--- src/rtl/core/uart_frame_receiver_unit_defines.svh ---
// Assertion macros for the UART frame receiver.
// Used by the top level only; no other dependencies.
`ifndef UART_FRAME_RECEIVER_UNIT_DEFINES_SVH
`define UART_FRAME_RECEIVER_UNIT_DEFINES_SVH

// Same-cycle implication, checked out of reset.
`define UFR_ASSERT_NOW(lbl, clk, rst_n, ante, cons) \
    lbl: assert property (@(posedge clk) disable iff (!rst_n) (ante) |-> (cons)) \
        else $error("uart frame receiver check failed");

// Next-cycle implication, checked out of reset.
`define UFR_ASSERT_NEXT(lbl, clk, rst_n, ante, cons) \
    lbl: assert property (@(posedge clk) disable iff (!rst_n) (ante) |=> (cons)) \
        else $error("uart frame receiver check failed");

`endif

--- src/rtl/core/ufr_pkg.sv ---
// Shared constants and result type for the UART frame receiver.
// No dependencies.
package ufr_pkg;

    localparam logic [7:0] HEADER_BYTE  = 8'h55;
    localparam logic [7:0] CMD_LIMIT    = 8'h03;
    localparam logic [7:0] TRAILER_BYTE = 8'hAA;
    localparam int         IDX_W        = 7;

    typedef struct packed {
        logic [7:0]       stored_byte;
        logic [IDX_W-1:0] byte_index;
        logic             frame_valid;
    } t_result;

endpackage

--- src/rtl/core/ufr_tracker.sv ---
// Frame tracker: position, length and checksum state, and the result of each byte.
// Depends on ufr_pkg.
module ufr_tracker #(
    parameter int MAX_LEN = 64
) (
    input  logic             i_clk,
    input  logic             i_rst_n,
    input  logic             i_take,
    input  logic [7:0]       i_rx_byte,
    output ufr_pkg::t_result o_result
);
    import ufr_pkg::*;

    localparam int POS_W = $clog2(MAX_LEN + 5);
    localparam int LEN_W = $clog2(MAX_LEN + 1);
    localparam logic [7:0]       MAX_LEN_B = 8'(MAX_LEN);
    localparam logic [POS_W-1:0] POS_ONE   = POS_W'(1);
    localparam logic [POS_W-1:0] POS_TWO   = POS_W'(2);
    localparam logic [POS_W-1:0] POS_THREE = POS_W'(3);
    localparam logic [POS_W-1:0] POS_FOUR  = POS_W'(4);

    logic [POS_W-1:0]       r_pos, n_pos;
    logic [LEN_W-1:0]       r_len, n_len;
    logic [7:0]             r_sum, n_sum;
    logic [POS_W-1:0]       pos_inc;
    logic [POS_W-1:0]       len_ext;
    logic [7:0]             sum_add;
    logic [LEN_W+7:0]       byte_wide;
    logic [POS_W+LEN_W-1:0] len_wide;
    logic [POS_W+IDX_W-1:0] idx_wide;
    logic                   frame_valid;

    assign byte_wide = {{LEN_W{1'b0}}, i_rx_byte};
    assign len_wide  = {{POS_W{1'b0}}, r_len};
    assign len_ext   = len_wide[POS_W-1:0];
    assign pos_inc   = r_pos + POS_ONE;
    assign sum_add   = r_sum + i_rx_byte;
    assign idx_wide  = {{IDX_W{1'b0}}, r_pos};

    always_comb begin
        n_pos       = r_pos;
        n_len       = r_len;
        n_sum       = r_sum;
        frame_valid = 1'b0;
        if (r_pos == '0) begin
            if (i_rx_byte == HEADER_BYTE) begin
                n_pos = POS_ONE;
            end
        end else if (r_pos == POS_ONE) begin
            if (i_rx_byte < CMD_LIMIT) begin
                n_pos = POS_TWO;
                n_sum = i_rx_byte;
            end else begin
                n_pos = '0;
            end
        end else if (r_pos == POS_TWO) begin
            // a length that fits is kept even when zero aborts the frame
            if (i_rx_byte <= MAX_LEN_B) begin
                n_len = byte_wide[LEN_W-1:0];
            end
            if (i_rx_byte != 8'h00 && i_rx_byte <= MAX_LEN_B) begin
                n_pos = POS_THREE;
                n_sum = sum_add;
            end else begin
                n_pos = '0;
            end
        end else begin
            n_pos = pos_inc;
            n_sum = sum_add;
            if (pos_inc >= len_ext + POS_FOUR) begin
                frame_valid = (i_rx_byte == TRAILER_BYTE);
                n_pos       = '0;
            end else if (pos_inc == len_ext + POS_THREE) begin
                // drop the frame on a bad checksum
                if (sum_add != 8'h00) begin
                    n_pos = '0;
                end
            end
        end
    end

    always_ff @(posedge i_clk) begin
        if (!i_rst_n) begin
            r_pos <= '0;
            r_len <= '0;
            r_sum <= '0;
        end else if (i_take) begin
            r_pos <= n_pos;
            r_len <= n_len;
            r_sum <= n_sum;
        end
    end

    assign o_result.stored_byte = i_rx_byte;
    assign o_result.byte_index  = idx_wide[IDX_W-1:0];
    assign o_result.frame_valid = frame_valid;

endmodule

--- src/rtl/core/ufr_out_buf.sv ---
// Two-entry output buffer (result register plus skid stage) for result beats.
// Depends on ufr_pkg.
module ufr_out_buf (
    input  logic             i_clk,
    input  logic             i_rst_n,
    input  logic             i_valid,
    output logic             o_ready,
    input  ufr_pkg::t_result i_data,
    output logic             o_valid,
    input  logic             i_ready,
    output ufr_pkg::t_result o_data
);
    import ufr_pkg::*;

    logic    r_out_valid, n_out_valid;
    logic    r_skid_valid, n_skid_valid;
    t_result r_out_data, n_out_data;
    t_result r_skid_data, n_skid_data;
    logic    push, pop;

    assign o_ready = !r_skid_valid;
    assign push    = i_valid && !r_skid_valid;
    assign pop     = r_out_valid && i_ready;

    always_comb begin
        n_out_valid  = r_out_valid;
        n_skid_valid = r_skid_valid;
        n_out_data   = r_out_data;
        n_skid_data  = r_skid_data;
        if (r_skid_valid) begin
            // drain the skid stage first
            if (pop) begin
                n_out_data   = r_skid_data;
                n_skid_valid = 1'b0;
            end
        end else if (push) begin
            if (!r_out_valid || pop) begin
                n_out_data  = i_data;
                n_out_valid = 1'b1;
            end else begin
                n_skid_data  = i_data;
                n_skid_valid = 1'b1;
            end
        end else if (pop) begin
            n_out_valid = 1'b0;
        end
    end

    always_ff @(posedge i_clk) begin
        if (!i_rst_n) begin
            r_out_valid  <= 1'b0;
            r_skid_valid <= 1'b0;
        end else begin
            r_out_valid  <= n_out_valid;
            r_skid_valid <= n_skid_valid;
        end
    end

    always_ff @(posedge i_clk) begin
        r_out_data  <= n_out_data;
        r_skid_data <= n_skid_data;
    end

    assign o_valid = r_out_valid;
    assign o_data  = r_out_data;

endmodule

--- src/rtl/core/uart_frame_receiver_unit.sv ---
// UART frame receiver top level: frame tracker feeding a two-entry result buffer.
// Depends on ufr_pkg, ufr_tracker, ufr_out_buf and the assertion macro header.
//
// Usage:
//   Input channel (i_rx_valid / o_rx_ready / i_rx_byte) takes one received byte per beat.
//   Output channel (o_res_valid / i_res_ready) gives one result beat per input beat:
//   o_stored_byte, its frame offset o_byte_index, and o_frame_valid, set on a 0xAA
//   trailer that closes a frame with a good header, command, length and checksum.
//   Frames look like 0x55, command, length, length bytes ending in a checksum, 0xAA.
//   Buffering: a byte's result is registered in the output register or in the skid stage.
//   Throughput: one byte per cycle while o_rx_ready is high; the frame state updates
//   in the cycle the byte is taken, so the next byte may follow directly.
//   Stalls: a result waits in the output register while a second one fits in the
//   skid stage; o_rx_ready drops only when both are full and returns once the
//   receiver takes a beat.
//   Reset (i_rst_n low, synchronous): the tracker returns to header hunting with
//   length and checksum cleared, and both buffer entries are emptied.
`include "uart_frame_receiver_unit_defines.svh"
module uart_frame_receiver_unit #(
    parameter int MAX_LEN = 64
) (
    input  logic                    i_clk,
    input  logic                    i_rst_n,
    input  logic                    i_rx_valid,
    output logic                    o_rx_ready,
    input  logic [7:0]              i_rx_byte,
    output logic                    o_res_valid,
    input  logic                    i_res_ready,
    output logic [7:0]              o_stored_byte,
    output logic [ufr_pkg::IDX_W-1:0] o_byte_index,
    output logic                    o_frame_valid
);
    import ufr_pkg::*;

    t_result trk_result;
    t_result res_data;
    logic    rx_take;

    assign rx_take = i_rx_valid && o_rx_ready;

    ufr_tracker #(
        .MAX_LEN(MAX_LEN)
    ) u_tracker (
        .i_clk    (i_clk),
        .i_rst_n  (i_rst_n),
        .i_take   (rx_take),
        .i_rx_byte(i_rx_byte),
        .o_result (trk_result)
    );

    ufr_out_buf u_out_buf (
        .i_clk  (i_clk),
        .i_rst_n(i_rst_n),
        .i_valid(i_rx_valid),
        .o_ready(o_rx_ready),
        .i_data (trk_result),
        .o_valid(o_res_valid),
        .i_ready(i_res_ready),
        .o_data (res_data)
    );

    assign o_stored_byte = res_data.stored_byte;
    assign o_byte_index  = res_data.byte_index;
    assign o_frame_valid = res_data.frame_valid;

    `UFR_ASSERT_NOW(a_valid_is_trailer, i_clk, i_rst_n, o_res_valid && o_frame_valid, o_stored_byte == TRAILER_BYTE)
    `UFR_ASSERT_NOW(a_full_has_result, i_clk, i_rst_n, !o_rx_ready, o_res_valid)
    `UFR_ASSERT_NEXT(a_empty_fill, i_clk, i_rst_n, rx_take && !o_res_valid, o_res_valid && o_stored_byte == $past(i_rx_byte))

endmodule

--- config.mk ---
export PLATFORM = sky130hd
export DESIGN_NAME = uart_frame_receiver_unit
export DESIGN_NICKNAME = d
export VERILOG_FILES = /design/src/rtl/core/ufr_pkg.sv /design/src/rtl/core/ufr_tracker.sv /design/src/rtl/core/ufr_out_buf.sv /design/src/rtl/core/uart_frame_receiver_unit.sv
export VERILOG_INCLUDE_DIRS = /design/src /design/src/rtl/core
export SDC_FILE = /design/constraint.sdc
export NUM_CORES = 1
export LEC_CHECK = 0
export BUFFER_PORTS_ARGS = -buffer_cell sky130_fd_sc_hd__buf_4
export CAP_MARGIN = 30
export CORE_UTILIZATION = 25
export CTS_CLUSTER_SIZE = 40
export DETAILED_ROUTE_END_ITERATION = 16
export PLACE_DENSITY = 0.42
export SYNTH_ARGS = -nofsm -noshare
export SYNTH_HDL_FRONTEND = slang
export SYNTH_HIERARCHICAL = 1
export SYNTH_SLANG_ARGS = --single-unit
--- constraint.sdc ---
create_clock -name i_clk -period 4 [get_ports i_clk]
set_clock_uncertainty 0.15 [all_clocks]
set_input_delay 0.4 -clock i_clk [delete_from_list [all_inputs] [get_ports i_clk]]
set_output_delay 0.4 -clock i_clk [all_outputs]
set_load 0.05 [all_outputs]
---- After elaboration in Yosys (flattened, before gate mapping) ----
Cells that the tools add are included.
operators by class
  $add $sub $neg .......................... 4
  order comparisons ....................... 3
  equality and inequality tests ........... 10
  multiplexer cells ....................... 28
  bitwise logic cells ..................... 4
  reduce and logical (&&, ||, !) cells .... 18
operator list
  operator                                                                      count
  16-bit two-way mux                                                            4
  7-bit two-way mux                                                             7
  8-bit two-way mux                                                             4
  8-bit nonzero test                                                            2
  1-bit two-way mux                                                             11
  3-bit AND reduction                                                           3
  8-bit adder                                                                   1
  8-bit by 7-bit == test with 1-bit output, second input constant               1
  8-bit == test, second input constant                                          1
  8-bit by 7-bit <= comparator with 1-bit output, second input constant         1
  8-bit by 2-bit less-than comparator with 1-bit output, second input constant  1
  7-bit by 1-bit adder with 7-bit output, second input constant                 1
  7-bit by 2-bit adder with 7-bit output, second input constant                 1
  7-bit by 3-bit adder with 7-bit output, second input constant                 1
  7-bit by 1-bit == test with 1-bit output, second input constant               1
  7-bit by 2-bit == test with 1-bit output, second input constant               1
  7-bit == test                                                                 1
  7-bit greater-or-equal comparator                                             1
  7-bit logical NOT                                                             1
  2-bit != test, second input constant                                          3
  2-bit nonzero test                                                            3
  5-bit AND reduction                                                           1
  2-bit two-way mux                                                             2
  1-bit NOT                                                                     4
  other kinds (7)                                                               10
word-level totals
  bits in registers ....................... 56
  input port bits ......................... 12
  output and inout bits ................... 18
  logic and storage cells ................. 78

---- Logic depth before layout (Yosys ltp) ----
  depth in word-level cells ............... 9
  gate-level depth with buffers ........... 11
  mapped depth without buffers ............ 10

---- Modules after synthesis ----
Netlist, hierarchy kept.
by module, submodules not included
  module                    times used  cells an instance  area each (sq um)  sequential area each (sq um)
  ufr_tracker               1           236                2,014.4            440.4
  ufr_out_buf               1           64                 1,276.2            1,001.0
  uart_frame_receiver_unit  1           1                  6.3                0.0

---- Worst setup path after synthesis ----
OpenSTA, ideal clock, no wires.
  kind .................................... input to register
  start point ............................. input port i_rx_byte[0]
  end point ............................... register u_tracker.r_pos[0]
  library setup time ...................... 0.086 ns
  arrival ................................. 2.582 ns
  required time ........................... 3.764 ns
  path slack .............................. 1.182 ns
  cell stages on the path ................. 9
  buffers on the path ..................... 0
  path through ............................ ha_1 -> fa_1 -> nand3_1 -> a2111o_1 -> o311ai_0 -> a2111oi_4 -> nor4_2 -> or4b_1 -> a221oi_2
between the ends
  cells in the longest elaborated chain, start to end .. 8
  elaborated cells on any way between the ends .. 15
  those cells by class .................... add/sub: 1; order compare: 1; eq/ne: 2; mux: 7; reduce/logical: 4
ends and longest elaborated chain
  item                  RTL line                        source
  from (decl)           uart_frame_receiver_unit.sv:26  input logic [7:0] i_rx_byte,
  8-bit adder           ufr_tracker.sv:37               assign sum_add = r_sum + i_rx_byte;
  8-bit nonzero test    ufr_tracker.sv:75               if (sum_add != 8'h00) begin
  7-bit two-way mux     ufr_tracker.sv:75
  7-bit two-way mux     ufr_tracker.sv:73               end else if (pos_inc == len_ext + POS_THREE) begin
  7-bit two-way mux     ufr_tracker.sv:70               if (pos_inc >= len_ext + POS_FOUR) begin
  7-bit two-way mux     ufr_tracker.sv:56               end else if (r_pos == POS_TWO) begin
  7-bit two-way mux     ufr_tracker.sv:49               end else if (r_pos == POS_ONE) begin
  7-bit two-way mux     ufr_tracker.sv:45               if (r_pos == '0) begin
  to (signal assigned)  ufr_tracker.sv:88               r_pos <= n_pos;
  to (decl)             ufr_tracker.sv:22               logic [POS_W-1:0] r_pos, n_pos;
Several ways; a longest one is shown, not always the timed one.
A chain may end at the register's enable or synchronous reset.

---- Final worst setup path ----
  start point ............................. register u_tracker.r_pos[0]
  end point ............................... register u_tracker.r_pos[0]
between the ends
  cells in the longest elaborated chain, start to end .. 7
  elaborated cells on any way between the ends .. 14
  those cells by class .................... add/sub: 1; order compare: 1; eq/ne: 4; mux: 6; reduce/logical: 2
ends and longest elaborated chain
  item
  parallel branches: the longest is 7 deep, another holds 7-bit by 1-bit adder with 7-bit output
Several ways; the timed one is not identified.

==> reports/results.txt <==
Status: finished clean
Vias: 2276
Final Setup Violations: 0
Drt via density: 4.570
Area of the multi-input gates: 1678 µm²
Share of cells above drive strength 1: 20.25%
Required @ worst endpoint: 4.05 ns
Port Buffers: 29
Post-Syn Area: 3297 µm²
Crit-path cells: ha_1 -> nand3_1 -> xor2_1 -> buf_4 -> inv_1 -> ha_1 -> a21oi_1 -> o21ai_0 -> a31o_1 -> or4b_1 -> a221oi_2
VDD IR-drop max: 148.6 µV
Die height: 116.8 µm
Yosys cell types: 56
CP most frequent cell: ha_1
Worst Setup SP: u_tracker/r_pos[0]$_SDFFE_PN0P_
Metal3 WL: 246 µm
Top Layer Used: met4
Post-route setup TNS: 0 ns
Grt ovf: 0
Critical path depth: 11
PwrDens: 329.1 nW/µm²
CP endpoint kind: flip-flop
H-tree Lvls: 2
Initial Utilization: 25.91%
Sequential area share after synthesis: 43.72%
R2R Path End: u_tracker/r_pos[0]$_SDFFE_PN0P_
Post-Syn Nets: 334
Leak pwr: 0.001389 µW
CTS buffer count: 5
CTS tree: done
Area Overhead vs Synth: 15.10%
Synth warn: 6
Async set or reset register ratio after synthesis: 0%
Antenna-violating nets left: 0
Resized Gates After CTS: 0
Worst-Margin Slew: 0.8224 ns
Gate Count Post-Synth: 301
Fillers: 1340
Worst flop-to-flop path startpoint: u_tracker/r_pos[0]$_SDFFE_PN0P_
Total GRT Usage: 10.99%
Post-CTS Setup Bufs: 0
WS Path Type: reg -> reg
FF-to-FF path depth: 11
Max FO, Critical Path: 9
Number of global-route vias before repair: 2186
Clock slew at reported path FFs: 0.07 ns
Final Net Count: 358
Clock Tree Buf Depth: 2
Slowest stage delay, CP: 0.55 ns
Avg WL per Cell: 14.07 µm
Num ports: 30
First-pass GRT wire length: 11450 µm
RSZ-0062 raised after global routing: no
Worst hold path type: in -> reg
Final HPWL DP: 5135 µm
GP Congestion: 0.7527
Yosys reg bits: 56
Slew Viols, Final: 0
Post-Route M1 WL: 3497 µm
# diodes: 0
Drc violations: 0
Clock Tree Root: clkbuf_16
Mean post-synth cell area: 10.95 µm²
Peak Freq: 313.7 MHz
CTS sink count: 56
Std cell rows: 41
Setup crit start kind: flip-flop
DRT Pass-1 Iters: 4
Die ar.: 13650 µm²
Top cell family by delay on the critical path: compound AO/OA/AOI/OAI gates
CP arrival: 3.24 ns
Fin crit share: 79.70%
Largest net degree at the start of global routing: 22
Worst Setup EP: u_tracker/r_pos[0]$_SDFFE_PN0P_
MaxCap Viol Count: 0
Crit path time final: 3.188 ns
Initial antenna violation count: 0
Critical Path Slowest Stage Cell: or4b_1
Buf/Inv on CP: 2
Number of synthesized flops with an enable pin: 32
Slew margin rel.: 44.48%
Final Hold Viols: 0
Die span in x: 116.8 µm
Core ar.: 12720 µm²
Hold_buf cts: 0
Worst skew pair latency: 0.29 ns
Core Util, Final: 29.83%
Detailed-route wire length: 7005 µm
R2R Setup Slk: 0.81 ns
Met2 wire length: 3168 µm
Main synth FF type: edfxtp_1
Initial DRC Count: 123
Register area: 1441 µm²
## logic make-up (layout without fill, tap and decap cells)
family | count (synthesis) | after routing | share of synthesized area (%)
and+or+nand+nor | 82 | 82 | 14.19
buffers and inverters | 34 | 59 | 5.388
DFF | 56 | 56 | 43.72
xor gates and xnor gates | 21 | 21 | 5.579
AOI/OAI and AO/OA | 56 | 56 | 12.87
adders and majority gates | 21 | 21 | 8.197
muxes | 31 | 31 | 10.06
## cell usage in the layout (no fill, tap or decap), types with 6 or more instances in the layout
master	synthesis	routed
xor2_1	9	9
nand3_1	12	12
dfxtp_1	24	24
mux2i_1	14	14
and2_1	6	6
inv_1	17	17
a21oi_1	15	15
buf_4	9	33
edfxtp_1	32	32
mux2_2	17	17
ha_1	20	20
xnor2_1	12	12
nor2_1	16	16
nand2_1	12	12
## through the flow
| step | hold slack (ns) | total power [µW] | cells | setup WS, ns | area (µm²) |
|---|---|---|---|---|---|
| after floorplan | 0.2744 | 769.0 | 301 | 1.182 | 3297 |
| after global placement | 0.3165 | 821.6 | 489 | 0.7116 | 3642 |
| after detailed placement | 0.3215 | 821.3 | 489 | 0.5941 | 3642 |
| after CTS | 0.1456 | 1271 | 497 | 0.8014 | 3787 |
| after global routing | 0.1551 | 1301 | 498 | 0.6313 | 3795 |
| final | 0.1507 | 1249 | 498 | 0.8119 | 3795 |
## worst register-to-register path: stages, from the launching register on
cell and delay [ns]:
dfxtp_1 0.54, ha_1 0.31, nand3_1 0.11, xor2_1 0.15
buf_4 0.14, inv_1 0.04, ha_1 0.30, a21oi_1 0.15
o21ai_0 0.09, a31o_1 0.32, or4b_1 0.55, a221oi_2 0.24
## layout make-up
type,instances,area share [%]
repair buffers,33,6.528
clock buffers,6,3.396
multi-input cells,211,44.21
clock inverters,2,0.4286
flip-flops and latches,56,37.98
inverters,18,1.780
well taps,172,5.671
## registers in the layout, summed over array words and instances, names as in the netlist
signal and cells:
u_tracker/len_ext 7, u_out_buf/r_skid_valid 1, u_tracker/r_pos 7, u_out_buf/r_skid_data 16, u_out_buf/o_valid 1, u_out_buf/o_data 16, u_tracker/r_sum 8
## synth_stat cells (3+ instances only)
| master | count | area share, % |
|---|---|---|
| a211o_1 | 3 | 0.80 |
| a211oi_1 | 5 | 1.1 |
| a21o_1 | 5 | 1.1 |
| a21oi_1 | 15 | 2.3 |
| and2_1 | 6 | 1.1 |
| and3_1 | 3 | 0.57 |
| buf_4 | 9 | 2.0 |
| clkbuf_1 | 4 | 0.46 |
| dfxtp_1 | 24 | 15 |
| edfxtp_1 | 32 | 29 |
| ha_1 | 20 | 7.6 |
| inv_1 | 17 | 1.9 |
| mux2_2 | 17 | 5.8 |
| mux2i_1 | 14 | 4.3 |
| nand2_1 | 12 | 1.4 |
| nand2b_1 | 4 | 0.76 |
| nand3_1 | 12 | 1.8 |
| nor2_1 | 16 | 1.8 |
| nor3_1 | 5 | 0.76 |
| nor4_1 | 3 | 0.57 |
| o21a_1 | 3 | 0.68 |
| o21ai_0 | 4 | 0.61 |
| or3_1 | 3 | 0.57 |
| or4_1 | 4 | 0.91 |
| xnor2_1 | 12 | 3.2 |
| xor2_1 | 9 | 2.4 |
## per-layer routing
| layer | vias to the layer above | track usage [%] |
|---|---|---|
| li1 | 1156 | - |
| met1 | 1070 | 14.80 |
| met2 | 45 | 17.83 |
| met3 | 5 | 1.854 |
| met4 | 0 | 3.797 |
| met5 | - | 0 |
## where the power goes
part	switching, µW	leakage, µW	total (µW)	internal (µW)
logic	112	0.000826	168	55.9
registers	6.32	0.000496	637	631
clock network	209	0.0000671	443	234
## how the worst min path moves through the flow
stage                                     from                                 end  slack [ns]  depth (start not counted)
3_3_place_gp   u_tracker/r_sum[6]$_SDFFE_PN0P_     u_tracker/r_sum[6]$_SDFFE_PN0P_        0.32                          2
6_report                           i_res_ready   u_out_buf/r_skid_valid$_SDFF_PN0_        0.15                          2
5_1_grt                            i_res_ready   u_out_buf/r_skid_valid$_SDFF_PN0_        0.16                          2
4_1_cts                            i_res_ready   u_out_buf/r_skid_valid$_SDFF_PN0_        0.15                          2
3_5_place_dp   u_tracker/r_sum[6]$_SDFFE_PN0P_     u_tracker/r_sum[6]$_SDFFE_PN0P_        0.32                          2
2_1_floorplan  u_tracker/r_pos[2]$_SDFFE_PN0P_  u_out_buf/r_skid_data[3]$_DFFE_PP_        0.27                          0
Note: power is estimated with default switching activity, not from simulation.
